`config.mk`:
```
export PLATFORM = sky130hd
export DESIGN_NAME = three_digit_display_scanner_top
export DESIGN_NICKNAME = d
export VERILOG_FILES = /design/src/hdl/tdds_pkg.sv /design/src/hdl/tdds_cfg.sv /design/src/hdl/tdds_digit_store.sv /design/src/hdl/tdds_scan_fsm.sv /design/src/hdl/three_digit_display_scanner_top.sv
export VERILOG_INCLUDE_DIRS = /design/src /design/src/hdl
export SDC_FILE = /design/constraint.sdc
export NUM_CORES = 1
export LEC_CHECK = 0
export ABC_AREA = 1
export ABC_CLOCK_PERIOD_IN_PS = 5780
export BUFFER_PORTS_ARGS = -buffer_cell sky130_fd_sc_hd__buf_2
export CORE_ASPECT_RATIO = 0.75
export CORE_MARGIN = 3
export CORE_UTILIZATION = 40
export CTS_CLUSTER_DIAMETER = 150
export DETAILED_ROUTE_END_ITERATION = 7
export GPL_TIMING_DRIVEN = 0
export PLACE_DENSITY_LB_ADDON = 0.1
export SETUP_SLACK_MARGIN = 0.3
export SLEW_MARGIN = 20
export SYNTH_ARGS = -nofsm -noshare
export SYNTH_HDL_FRONTEND = slang
export SYNTH_SLANG_ARGS = --single-unit
```
`constraint.sdc`:
```
create_clock -name clk_i -period 5.78 [get_ports clk_i]
set_input_delay 1.156 -clock clk_i [delete_from_list [all_inputs] [get_ports clk_i]]
set_output_delay 1.156 -clock clk_i [all_outputs]
set_load 0.005 [all_outputs]
```
`src/hdl/assert_macros.svh`:
```
// ----------------------------------------------------------------------------
// Assertion macros
// Shared concurrent assertion wrappers for the display scanner.
// ----------------------------------------------------------------------------
`ifndef ASSERT_MACROS_SVH
`define ASSERT_MACROS_SVH

// Assertion on a given clock, off while the given active-low reset is low
`define ASSERT_AT(label, clk, rst_n, prop, msg) \
  label: assert property (@(posedge clk) disable iff (!rst_n) (prop)) else $error(msg);

// Assertion on the block clock and reset
`define ASSERT_STD(label, prop, msg) \
  `ASSERT_AT(label, clk_i, rst_ni, prop, msg)

`endif

```
`src/hdl/tdds_pkg.sv`:
```
// ----------------------------------------------------------------------------
// tdds_pkg
// Types and constants of the three digit display scanner.
// ----------------------------------------------------------------------------
package tdds_pkg;

  localparam int unsigned NUM_DIGITS_DEF  = 3;
  localparam int unsigned SETTLE_TIME_DEF = 10;

  localparam int unsigned TIME_W     = 32;
  localparam int unsigned SEG_W      = 8;
  localparam int unsigned POS_W      = 2;
  localparam int unsigned MASK_W     = 3;
  localparam int unsigned PHASE_W    = 3;
  localparam int unsigned CFG_IDX_W  = 2;
  localparam int unsigned IN_DATA_W  = 16;
  localparam int unsigned OUT_DATA_W = 16;

  localparam logic [TIME_W-1:0] SCAN_PERIOD_RST = 32'd2000;
  localparam logic [TIME_W-1:0] BLANK_TIME_RST  = 32'd50;
  localparam logic [SEG_W-1:0]  BLANK_PATTERN   = 8'h00;

  typedef enum logic [CFG_IDX_W-1:0] {
    REG_SCAN_PERIOD = 2'd0,
    REG_BLANK_TIME  = 2'd1,
    REG_SCAN_ENABLE = 2'd2,
    REG_SEG_INVERT  = 2'd3
  } reg_idx_e;

  typedef enum logic {
    REQ_TICK = 1'b0,
    REQ_SET  = 1'b1
  } req_type_e;

  typedef enum logic [PHASE_W-1:0] {
    PH_IDLE      = 3'd0,
    PH_OFF       = 3'd1,
    PH_BLANK     = 3'd2,
    PH_SEND      = 3'd3,
    PH_SEND_WAIT = 3'd4,
    PH_TURN_ON   = 3'd5,
    PH_SHOW      = 3'd6
  } phase_e;

  typedef struct packed {
    logic [TIME_W-1:0] scan_period;
    logic [TIME_W-1:0] blank_time;
    logic              scan_enable;
    logic              seg_invert;
    logic              drv_clear;
  } cfg_t;

  typedef struct packed {
    req_type_e         req_type;
    logic              shifter_busy;
    logic [POS_W-1:0]  digit_position;
    logic [SEG_W-1:0]  segment_bits;
    logic              dp_on;
    logic              digit_enable;
  } item_t;

  typedef struct packed {
    logic              en;
    logic [POS_W-1:0]  pos;
    logic [SEG_W-1:0]  seg;
    logic              dp;
    logic              ena;
  } dig_wr_t;

  typedef struct packed {
    logic [MASK_W-1:0]  digit_on_mask;
    logic               send_strobe;
    logic [SEG_W-1:0]   send_pattern;
    logic [PHASE_W-1:0] scan_phase;
  } result_t;

endpackage

```
`src/hdl/tdds_cfg.sv`:
```
// ----------------------------------------------------------------------------
// tdds_cfg
// Configuration registers of the display scanner.
// ----------------------------------------------------------------------------
module tdds_cfg (
  input  logic                                 clk_i,
  input  logic                                 rst_ni,
  input  logic                                 cfg_we_i,
  input  logic [tdds_pkg::CFG_IDX_W-1:0]       cfg_idx_i,
  input  logic [tdds_pkg::TIME_W-1:0]          cfg_wdata_i,
  output tdds_pkg::cfg_t                       cfg_o
);
  import tdds_pkg::*;

  logic [TIME_W-1:0] scan_period_q;
  logic [TIME_W-1:0] blank_time_q;
  logic              scan_enable_q;
  logic              seg_invert_q;
  reg_idx_e          idx;

  assign idx = reg_idx_e'(cfg_idx_i);

  always_ff @(posedge clk_i or negedge rst_ni) begin
    if (!rst_ni) begin
      scan_period_q <= SCAN_PERIOD_RST;
      blank_time_q  <= BLANK_TIME_RST;
      scan_enable_q <= 1'b1;
      seg_invert_q  <= 1'b0;
    end else if (cfg_we_i) begin
      case (idx)
        REG_SCAN_PERIOD: scan_period_q <= cfg_wdata_i;
        REG_BLANK_TIME:  blank_time_q  <= cfg_wdata_i;
        REG_SCAN_ENABLE: scan_enable_q <= cfg_wdata_i[0];
        REG_SEG_INVERT:  seg_invert_q  <= cfg_wdata_i[0];
        default: ;
      endcase
    end
  end

  always_comb begin
    cfg_o.scan_period = scan_period_q;
    cfg_o.blank_time  = blank_time_q;
    cfg_o.scan_enable = scan_enable_q;
    cfg_o.seg_invert  = seg_invert_q;
    cfg_o.drv_clear   = cfg_we_i && (idx == REG_SCAN_ENABLE) && !cfg_wdata_i[0];
  end

endmodule

```
`src/hdl/tdds_digit_store.sv`:
```
// ----------------------------------------------------------------------------
// tdds_digit_store
// Per-digit segment, decimal point and enable registers; pattern build.
// ----------------------------------------------------------------------------
module tdds_digit_store #(
  parameter int unsigned NUM_DIGITS = 3,
  parameter int unsigned DIG_W      = 2
) (
  input  logic                          clk_i,
  input  logic                          rst_ni,
  input  tdds_pkg::dig_wr_t             wr_i,
  input  logic [DIG_W-1:0]              rd_idx_i,
  input  logic                          seg_invert_i,
  output logic [tdds_pkg::SEG_W-1:0]    pattern_o
);
  import tdds_pkg::*;

  logic [SEG_W-1:0] seg_q [NUM_DIGITS];
  logic             dp_q  [NUM_DIGITS];
  logic             ena_q [NUM_DIGITS];
  logic [SEG_W-1:0] raw;

  always_ff @(posedge clk_i or negedge rst_ni) begin
    if (!rst_ni) begin
      for (int i = 0; i < NUM_DIGITS; i++) begin
        seg_q[i] <= '0;
        dp_q[i]  <= 1'b0;
        ena_q[i] <= 1'b1;
      end
    end else begin
      for (int i = 0; i < NUM_DIGITS; i++) begin
        if (wr_i.en && (32'(wr_i.pos) == 32'(i))) begin
          seg_q[i] <= wr_i.seg;
          dp_q[i]  <= wr_i.dp;
          ena_q[i] <= wr_i.ena;
        end
      end
    end
  end

  always_comb begin
    raw = BLANK_PATTERN;
    if (ena_q[rd_idx_i]) begin
      raw = seg_q[rd_idx_i] | SEG_W'(dp_q[rd_idx_i]);
    end
    pattern_o = seg_invert_i ? ~raw : raw;
  end

endmodule

```
`src/hdl/tdds_scan_fsm.sv`:
```
// ----------------------------------------------------------------------------
// tdds_scan_fsm
// Scan sequencer: time base, phase register, digit pointers and drivers.
// ----------------------------------------------------------------------------
`include "assert_macros.svh"

module tdds_scan_fsm #(
  parameter int unsigned NUM_DIGITS  = 3,
  parameter int unsigned SETTLE_TIME = 10,
  parameter int unsigned DIG_W       = 2
) (
  input  logic                          clk_i,
  input  logic                          rst_ni,
  input  logic                          tick_i,
  input  logic                          busy_i,
  input  tdds_pkg::cfg_t                cfg_i,
  input  logic [tdds_pkg::SEG_W-1:0]    pattern_i,
  output logic [DIG_W-1:0]              coming_o,
  output tdds_pkg::result_t             res_o
);
  import tdds_pkg::*;

  phase_e                  phase_q, phase_d;
  logic [DIG_W-1:0]        shown_q, shown_d;
  logic [DIG_W-1:0]        coming_q, coming_d;
  logic [TIME_W-1:0]       now_q, now_d;
  logic [TIME_W-1:0]       last_sw_q, last_sw_d;
  logic [TIME_W-1:0]       last_ph_q, last_ph_d;
  logic [NUM_DIGITS-1:0]   drivers_q, drivers_d;

  logic                    step;
  logic                    strobe;
  logic                    elapsed;
  logic [TIME_W-1:0]       t_now;
  logic [TIME_W-1:0]       t_ref;
  logic [TIME_W-1:0]       t_lim;
  logic [NUM_DIGITS+MASK_W-1:0] drv_ext;

  always_ff @(posedge clk_i or negedge rst_ni) begin
    if (!rst_ni) begin
      phase_q   <= PH_IDLE;
      shown_q   <= '0;
      coming_q  <= '0;
      now_q     <= '0;
      last_sw_q <= '0;
      last_ph_q <= '0;
      drivers_q <= '0;
    end else begin
      phase_q   <= phase_d;
      shown_q   <= shown_d;
      coming_q  <= coming_d;
      now_q     <= now_d;
      last_sw_q <= last_sw_d;
      last_ph_q <= last_ph_d;
      drivers_q <= drivers_d;
    end
  end

  always_comb begin
    t_now = now_q + TIME_W'(1);
    step  = tick_i && cfg_i.scan_enable && !busy_i;

    t_ref = (phase_q == PH_IDLE) ? last_sw_q : last_ph_q;
    case (phase_q)
      PH_IDLE:  t_lim = cfg_i.scan_period;
      PH_BLANK: t_lim = cfg_i.blank_time;
      default:  t_lim = TIME_W'(SETTLE_TIME);
    endcase
    elapsed = (t_now - t_ref) >= t_lim;

    phase_d   = phase_q;
    shown_d   = shown_q;
    coming_d  = coming_q;
    now_d     = tick_i ? t_now : now_q;
    last_sw_d = last_sw_q;
    last_ph_d = last_ph_q;
    drivers_d = drivers_q;
    strobe    = 1'b0;

    if (step) begin
      case (phase_q)
        PH_IDLE: begin
          if (elapsed) begin
            phase_d   = PH_OFF;
            last_ph_d = t_now;
          end
        end
        PH_OFF: begin
          drivers_d = '0;
          phase_d   = PH_BLANK;
          last_ph_d = t_now;
        end
        PH_BLANK: begin
          if (elapsed) begin
            coming_d = (shown_q == DIG_W'(NUM_DIGITS - 1)) ? '0 : shown_q + DIG_W'(1);
            phase_d  = PH_SEND;
          end
        end
        PH_SEND: begin
          strobe    = 1'b1;
          phase_d   = PH_SEND_WAIT;
          last_ph_d = t_now;
        end
        PH_SEND_WAIT: begin
          if (elapsed) begin
            phase_d = PH_TURN_ON;
          end
        end
        PH_TURN_ON: begin
          drivers_d = drivers_q | (NUM_DIGITS'(1) << coming_q);
          shown_d   = coming_q;
          phase_d   = PH_SHOW;
          last_sw_d = t_now;
        end
        PH_SHOW: phase_d = PH_IDLE;
        default: phase_d = PH_IDLE;
      endcase
    end

    if (cfg_i.drv_clear) begin
      drivers_d = '0;
    end

    drv_ext             = {MASK_W'(0), drivers_d};
    res_o.digit_on_mask = drv_ext[MASK_W-1:0];
    res_o.send_strobe   = strobe;
    res_o.send_pattern  = strobe ? pattern_i : BLANK_PATTERN;
    res_o.scan_phase    = phase_d;
  end

  assign coming_o = coming_q;

  `ASSERT_STD(a_one_driver, $onehot0(drivers_q), "more than one digit driver on")
  `ASSERT_STD(a_strobe_in_send, strobe |-> (phase_q == PH_SEND), "send outside send phase")
  `ASSERT_STD(a_turn_on_lights, (step && phase_q == PH_TURN_ON && !cfg_i.drv_clear) |=> (drivers_q != '0), "turn-on left all drivers off")

endmodule

```
`src/hdl/three_digit_display_scanner_top.sv`:
```
// ----------------------------------------------------------------------------
// three_digit_display_scanner_top
// Multiplexed seven-segment scanner with digit store and send sequencer.
// ----------------------------------------------------------------------------
//  Channel   Direction  Content
//  s_axis    in         tuser: request kind; tdata: busy, position, segments, dp, enable
//  m_axis    out        tdata: driver mask, strobe, pattern, phase
//  cfg       in         register index and write data, single-cycle write
//
//  One request per cycle while m_axis_tready does not hold the result; input register, then result register.
//  The phase update and one 32-bit subtract-compare sit between the two registers.
//  Reset loads the register defaults, phase idle, digits blank with enables set.
//  m_axis_tready low holds the result; one further request is then held at the input.
// ----------------------------------------------------------------------------
module three_digit_display_scanner_top #(
  parameter int unsigned NUM_DIGITS  = tdds_pkg::NUM_DIGITS_DEF,
  parameter int unsigned SETTLE_TIME = tdds_pkg::SETTLE_TIME_DEF
) (
  input  logic                                clk_i,
  input  logic                                rst_ni,
  input  logic                                s_axis_tvalid,
  output logic                                s_axis_tready,
  // [0] shifter_busy, [2:1] digit_position, [10:3] segment_bits,
  // [11] dp_on, [12] digit_enable
  input  logic [tdds_pkg::IN_DATA_W-1:0]      s_axis_tdata,
  // [0] req_type
  input  logic                                s_axis_tuser,
  output logic                                m_axis_tvalid,
  input  logic                                m_axis_tready,
  // [2:0] digit_on_mask, [3] send_strobe, [11:4] send_pattern, [14:12] scan_phase
  output logic [tdds_pkg::OUT_DATA_W-1:0]     m_axis_tdata,
  input  logic                                cfg_we_i,
  input  logic [tdds_pkg::CFG_IDX_W-1:0]      cfg_idx_i,
  input  logic [tdds_pkg::TIME_W-1:0]         cfg_wdata_i
);
  import tdds_pkg::*;

  localparam int unsigned DIG_W = $clog2(NUM_DIGITS);

  logic             in_vld_q;
  item_t            item_q;
  item_t            item_d;
  logic             res_vld_q;
  result_t          res_q;
  result_t          res;
  logic             advance;
  logic             accept;
  cfg_t             cfg;
  dig_wr_t          dig_wr;
  logic [DIG_W-1:0] coming;
  logic [SEG_W-1:0] pattern;

  assign advance       = in_vld_q && (!res_vld_q || m_axis_tready);
  assign s_axis_tready = !in_vld_q || advance;
  assign accept        = s_axis_tvalid && s_axis_tready;

  always_comb begin
    item_d.req_type       = req_type_e'(s_axis_tuser);
    item_d.shifter_busy   = s_axis_tdata[0];
    item_d.digit_position = s_axis_tdata[2:1];
    item_d.segment_bits   = s_axis_tdata[10:3];
    item_d.dp_on          = s_axis_tdata[11];
    item_d.digit_enable   = s_axis_tdata[12];
  end

  always_ff @(posedge clk_i or negedge rst_ni) begin
    if (!rst_ni) begin
      in_vld_q  <= 1'b0;
      res_vld_q <= 1'b0;
    end else begin
      if (s_axis_tready) begin
        in_vld_q <= s_axis_tvalid;
      end
      res_vld_q <= advance || (res_vld_q && !m_axis_tready);
    end
  end

  always_ff @(posedge clk_i) begin
    if (accept) begin
      item_q <= item_d;
    end
    if (advance) begin
      res_q <= res;
    end
  end

  always_comb begin
    dig_wr.en  = advance && (item_q.req_type == REQ_SET);
    dig_wr.pos = item_q.digit_position;
    dig_wr.seg = item_q.segment_bits;
    dig_wr.dp  = item_q.dp_on;
    dig_wr.ena = item_q.digit_enable;
  end

  tdds_cfg u_cfg (
    .clk_i       (clk_i),
    .rst_ni      (rst_ni),
    .cfg_we_i    (cfg_we_i),
    .cfg_idx_i   (cfg_idx_i),
    .cfg_wdata_i (cfg_wdata_i),
    .cfg_o       (cfg)
  );

  tdds_digit_store #(
    .NUM_DIGITS (NUM_DIGITS),
    .DIG_W      (DIG_W)
  ) u_store (
    .clk_i        (clk_i),
    .rst_ni       (rst_ni),
    .wr_i         (dig_wr),
    .rd_idx_i     (coming),
    .seg_invert_i (cfg.seg_invert),
    .pattern_o    (pattern)
  );

  tdds_scan_fsm #(
    .NUM_DIGITS  (NUM_DIGITS),
    .SETTLE_TIME (SETTLE_TIME),
    .DIG_W       (DIG_W)
  ) u_fsm (
    .clk_i     (clk_i),
    .rst_ni    (rst_ni),
    .tick_i    (advance && (item_q.req_type == REQ_TICK)),
    .busy_i    (item_q.shifter_busy),
    .cfg_i     (cfg),
    .pattern_i (pattern),
    .coming_o  (coming),
    .res_o     (res)
  );

  assign m_axis_tvalid = res_vld_q;
  assign m_axis_tdata  = {1'b0, res_q.scan_phase, res_q.send_pattern,
                          res_q.send_strobe, res_q.digit_on_mask};

endmodule
```
# ---- Yosys cells after proc, flatten, opt, wreduce, memory -nomap -nowiden
# Index checks and enable logic that the tools add are counted.
dict set report totals {
  ff_bits 233
  inputBits 56
  out_inout_bits 18
}
dict set report op_classes {
  n_addsub 3
  order_cmp 2
  eq_ne 12
  n_shift 1
  n_mux 26
  bitwise_logic 5
  reduce_logical 32
}
# cell n
set op_table {}
lappend op_table {{$pmux W32 S2} 2}
lappend op_table {{$mux W32} 2}
lappend op_table {{$add A32 B1 Y32 const B} 1}
lappend op_table {{$ge A32 B32 Y1} 1}
lappend op_table {{$mux W8} 4}
lappend op_table {{$sub A32 B32 Y32} 1}
lappend op_table {{$mux W3} 6}
lappend op_table {{$pmux W3 S6} 1}
lappend op_table {{$bmux W8 S2} 1}
lappend op_table {{$logic_and A1 B1 Y1} 12}
lappend op_table {{$reduce_and A2 Y1} 5}
lappend op_table {{$eq A2 B2 Y1 const B} 4}
lappend op_table {{$not A8 Y8} 1}
lappend op_table {{$or A8 B1 Y8} 1}
lappend op_table {{$eq A3 B2 Y1 const B} 2}
lappend op_table {{$eq A3 B3 Y1 const B} 2}
lappend op_table {{$mux W1} 6}
lappend op_table {{$pmux W3 S2} 1}
lappend op_table {{$reduce_and A3 Y1} 2}
lappend op_table {{$logic_not A1 Y1} 5}
lappend op_table {{$bmux W1 S2} 2}
lappend op_table {{$eq A2 B1 Y1 const B} 2}
lappend op_table {{$logic_not A2 Y1} 2}
lappend op_table {{$eq A3 B1 Y1 const B} 1}
lappend op_table {{12 further kinds} 14}

# ---- Longest topological paths before layout
dict set report logic_depth {
  depth_word 8
  ltp_mapped 33
  ltp_nobuf 31
}

# ---- Cells and area by module
# Synthesis repeated with hierarchy kept, for this count alone.
dict set report hier_totals {
  cells_unflattened 1660
  hier_area_um2 13387.8
}
# module n_inst cells_per_inst area_each_um2 seq_area_each_um2
set modules_own_cells {}
lappend modules_own_cells {tdds_scan_fsm 1 1116 8120.3 2652.5}
lappend modules_own_cells {tdds_cfg 1 298 2756.4 1664.1}
lappend modules_own_cells {tdds_digit_store 1 199 1525.2 754.5}
lappend modules_own_cells {three_digit_display_scanner_top 1 47 985.9 920.9}

# ---- Worst setup path before layout
# No wires, ideal clock.
dict set report synth_timing {
  path_kind {register to register}
  from {register u_fsm.phase_q[2]}
  to {register u_fsm.last_ph_q[2]}
  setup_time_ps 66
  t_arrival_ps 4298
  required_time_ps 5714
  slack_ps 1416
  path_stages_with_launch 31
  n_path_buf 3
  synth_period_minus_slack_ps 4364
  path_cell_list {dfrtp_1 nor2_1 inv_1 nor2_1 clkbuf_1 clkbuf_1 mux2i_1 ha_1 nand2_1 o21ai_0 a21oi_1 o21bai_1 nand2_1 nand2_1 nand3_1 nand3_1 nand2_1 ha_1 nand2_1 nor2_1 inv_1 nor3_1 nand2_1 inv_1 nand2_1 nand3_1 nand3_1 nand2_1 buf_4 nand2_1 nand2_1}
}
dict set report synth_via {
  elab_chain_len 6
  word_cells_on_any_way 13
  classes_between {add/sub (1); order compare (1); eq/ne (4); mux (3); reduce/logical (4)}
}
# item line_no
set synth_rtl {}
lappend synth_rtl {{start, declared} tdds_scan_fsm.sv:23} ;# phase_e phase_q, phase_d;
lappend synth_rtl {{start signal, assigned} tdds_scan_fsm.sv:49} ;# phase_q <= phase_d;
lappend synth_rtl {{$logic_not A3 Y1} {tdds_scan_fsm.sv:63, tdds_scan_fsm.sv:64, tdds_scan_fsm.sv:81}}
lappend synth_rtl {{$mux W32} tdds_scan_fsm.sv:63} ;# t_ref = (phase_q == PH_IDLE) ? last_sw_q : last_ph_q;
lappend synth_rtl {{$sub A32 B32 Y32} tdds_scan_fsm.sv:69} ;# elapsed = (t_now - t_ref) >= t_lim;
lappend synth_rtl {{$ge A32 B32 Y1} tdds_scan_fsm.sv:69}
lappend synth_rtl {{$ne A2 B1 Y1 (no source line)} -}
lappend synth_rtl {{$reduce_and A3 Y1 (no source line)} -}
lappend synth_rtl {{end signal, assigned} tdds_scan_fsm.sv:54} ;# last_ph_q <= last_ph_d;
lappend synth_rtl {{end, declared} tdds_scan_fsm.sv:28} ;# logic [TIME_W-1:0] last_ph_q, last_ph_d;
# Several ways; a longest one is shown, not always the timed one.
# A chain may end at the register's enable or synchronous reset.

# ---- Worst setup path after layout
dict set report layout_timing {
  from {register u_fsm.now_q[2]}
  to {register u_fsm.last_ph_q[12]}
}
dict set report layout_via {
  elab_chain_len 5
  word_cells_on_any_way 7
  classes_between {add/sub (2); order compare (1); eq/ne (1); mux (2); reduce/logical (1)}
}
# item line_no
set layout_rtl {}
lappend layout_rtl {{start, declared} tdds_scan_fsm.sv:26} ;# logic [TIME_W-1:0] now_q, now_d;
lappend layout_rtl {{start signal, assigned} tdds_scan_fsm.sv:52} ;# now_q <= now_d;
lappend layout_rtl {{$add A32 B1 Y32} tdds_scan_fsm.sv:60} ;# t_now = now_q + TIME_W'(1);
lappend layout_rtl {{net u_fsm.t_now[15]} tdds_scan_fsm.sv:34} ;# logic [TIME_W-1:0] t_now;
lappend layout_rtl {{$sub A32 B32 Y32} tdds_scan_fsm.sv:69}
lappend layout_rtl {{$ge A32 B32 Y1} tdds_scan_fsm.sv:69}
lappend layout_rtl {{$ne A2 B1 Y1 (no source line)} -}
lappend layout_rtl {{$reduce_and A3 Y1 (no source line)} -}
# The timed path passes the listed nets, and every way through them passes these cells. The select of a mux whose other input is x is not followed.

==> metrics.txt <==
fraction of layout cells with a size suffix above 1 between 10% and 20%; Post-DP HPWL roughly 28 mm; Max IR drop VDD roughly 0.28 mV; Top cell by count, worst path nand2_1; Die Area 0.0347 sq mm; ys async rst share 87.6%; status complete, no violations; Ys Warns 0; synthesis-to-layout area growth 16.0%; detailed router's first-iteration violation count 770; Tot GR Track Use 21.2%; Mapped Area ~0.013 sq mm; initial core utilization 41.1%; port bufs between 60 and 70; Slowest Stage Delay on Critical Path around 0.45 ns; Top Usage Layer GRT met1; GRT overflow 0; H-tree levels 1; met2 Usage GRT roughly 31%; Area after DPL ~0.014 sq mm; Critical Path End Type flip-flop; Top FF cell, synth dfrtp_1; Final Wtd Congestion between 0.9 and 1; crit path DAT approximately 5.6 ns; slew margin rel. 36.9%; sequential area share after synthesis 46.2%; max_cap viols 0; nets@finish 1,833; Post-Layout Inst Area roughly 0.015 sq mm; minimum clock period between 5 and 6 ns; DR vias between 10,000 and 15,000; Worst path slowest cell dfrtp_1; Non-Filler Instances around 2,200; first-pass GRT wire length ~59 mm; Seq. cell area 0.00599 sq mm; worst slew pin tran between 0.9 and 1 ns; met3 Track Usage GR under 10%; Worst Clk Skew about 0.0091 ns; critical path class reg2reg; Post-Syn Area per Cell ~8.1 sq um; CTS root buf clkbuf_16; Clk Latency, worst-skew pair around 0.54 ns; EDFF count, synth 29; DRC violation count after routing 0; met1 Usage GRT between 30% and 40%; Die Y approximately 160 um; Vias per Instance just over 5; Tightest Hold Check Type reg2reg; Multi-input gate area about 0.0063 sq mm; final hold vios 0; vias in the first global route about 11,000; Filler Cell Count 3,128; Setup crit start kind flip-flop; Post-DRT Antenna Nets 0; diodes inserted 0; most frequent cells in the layout nand2_1 (484), dfrtp_1 (189), inv_1 (172); most common cell after layout, fill and taps aside nand2_1; core area around 0.032 sq mm; Slew Limit Fails 0; IO Count between 70 and 80; Inserted Clock Buffers 25; initial antenna violation count 0; Gate Count Post-Synth between 1,500 and 2,000; Reg clk slew, reported paths ~0.06 ns; crit-path leading delay family simple AND/OR/NAND/NOR gates; Clock Sinks ~230; 1st-pass router iterations 6; Row Count 56; WL final 37.0 mm; final setup fails 0; FMAX just under 0.2 GHz; Netlist cell types between 40 and 50; largest net degree at the start of global routing 92; FF+latch count, synth 233; maximum buffer depth of the clock tree 3; RSZ-0062 raised after global routing no; required time of the worst setup path 6.26 ns; fin crit share about nine tenths; CTS tree built; WP buf/inv 4; per-cell routed wire length about 17 um; CP Max Fanout 10; pwr/cell area between 500 and 600 mW/mm^2; placed cell count 2,112; leakage around 7.3 nW; net count after synthesis about 1,700; die width between 200 and 250 um
layer usage:
layer	part of all wire (%)	wire length, um
met3	6.0	2210
met2	42	15400
met5	0	0
met1	51	18900
met4	1.3	485
Yosys cell counts, types with 3 or more instances:
library cell	n	area [sq um]
nor2_1	75	282
nand2_1	487	1830
nand4_1	11	68.8
nand3_1	80	400
edfxtp_1	29	871
buf_2	8	40.0
buf_1	3	11.3
xor2_1	37	324
dfstp_2	13	342
clkbuf_1	36	135
nor3_1	20	100
a21oi_1	67	335
o21ai_0	169	846
mux2i_1	27	270
ha_1	64	801
inv_2	4	15.0
buf_4	5	37.5
or2_2	3	18.8
xnor2_1	10	87.6
dfrtp_1	191	4780
a22o_1	30	263
o211ai_1	4	30.0
inv_1	172	646
nor4_1	12	75.1
a21o_1	4	30.0
o21ai_1	14	70.1
nand3b_1	5	37.5
per-stage QoR:
stage	hold slack, ns	worst slack (ns)	power, W	utilization, %	setup TNS, ns
finish	0.478	0.665	0.00757	47.7	0
floorplan	0.442	1.42	0.00481	-	0
global placement	0.457	-0.641	0.00578	43.9	-52.03
global route	0.500	0.287	0.00827	47.7	0
CTS	0.479	0.355	0.00752	46.8	0
detailed placement	0.463	-0.615	0.00583	44.1	-18.44
logic make-up after synthesis:
group,count (synthesis),synth area share [%]
other,1,0.0289
AOI/OAI and AO/OA,298,12.7
adders and majority gates,65,6.32
muxes,27,2.08
and+or+nand+nor,704,22.5
buffers and inverters,229,6.84
xor gates and xnor gates,49,3.42
DFF,233,46.2
registers in the layout (all words and copies together) (netlist names), 2 cells and up:
name and flops:
dig_wr 12, item_q 2, m_axis_tdata 15, u_cfg.blank_time_q 32
u_cfg.scan_period_q 32, u_fsm.coming_o 2, u_fsm.drivers_q 3, u_fsm.last_ph_q 32
u_fsm.last_sw_q 32, u_fsm.now_q 32, u_fsm.phase_q 3, u_fsm.shown_q 2
u_store.dp_q 3, u_store.ena_q 3, u_store.seg_q 24
report_power, final:
| group | internal (W) | switching (W) |
|---|---|---|
| sequential | 0.00196 | 0.000177 |
| combinational | 0.00138 | 0.00242 |
| clock | 0.000936 | 0.000693 |
| total | 0.00428 | 0.00328 |
worst register-to-register path: cells and delay by family (launching register included):
family	cells	cell delay, ns
xor+xnor	1	0.31
fa+ha+maj	2	0.69
buf+inv	4	0.46
flops	1	0.45
simple gates	20	2.18
compound gates	4	0.97
area by class of cell:
type | instances | share of cell area, %
plain buffers | 52 | 1.65
clock buffers | 33 | 4.62
clock inverters | 13 | 0.798
inverters | 177 | 4.41
multi-input cells | 1144 | 42.0
flip-flops and latches | 233 | 39.8
well taps | 435 | 3.61
repair buffers | 79 | 3.12
final timing paths:
path,from,to,slack (ns),cells past startpoint
max,u_fsm.now_q[2],u_fsm.last_ph_q[12],0.66,31
min,u_fsm.last_sw_q[5],u_fsm.last_sw_q[5],0.48,2
max reg2reg,u_fsm.now_q[2],u_fsm.last_ph_q[12],0.66,31
min reg2reg,u_fsm.last_sw_q[5],u_fsm.last_sw_q[5],0.48,2
max in group asynchronous,rst_ni,u_store.ena_q[2],4.48,2
min in group asynchronous,rst_ni,u_fsm.last_sw_q[23],0.50,1
what timing repair did:
| item | in CTS | in global routing |
|---|---|---|
| pin swaps | 0 | 7 |
| buffers inserted | 0 | 8 |
| endpoints found under the hold margin | 0 | 0 |
| hold buffers | 0 | 0 |
| gates cloned | 0 | 0 |
| resized for setup | 15 | 44 |
| endpoints found under the setup margin | 36 | 36 |
(Power assumes the default switching activity.)
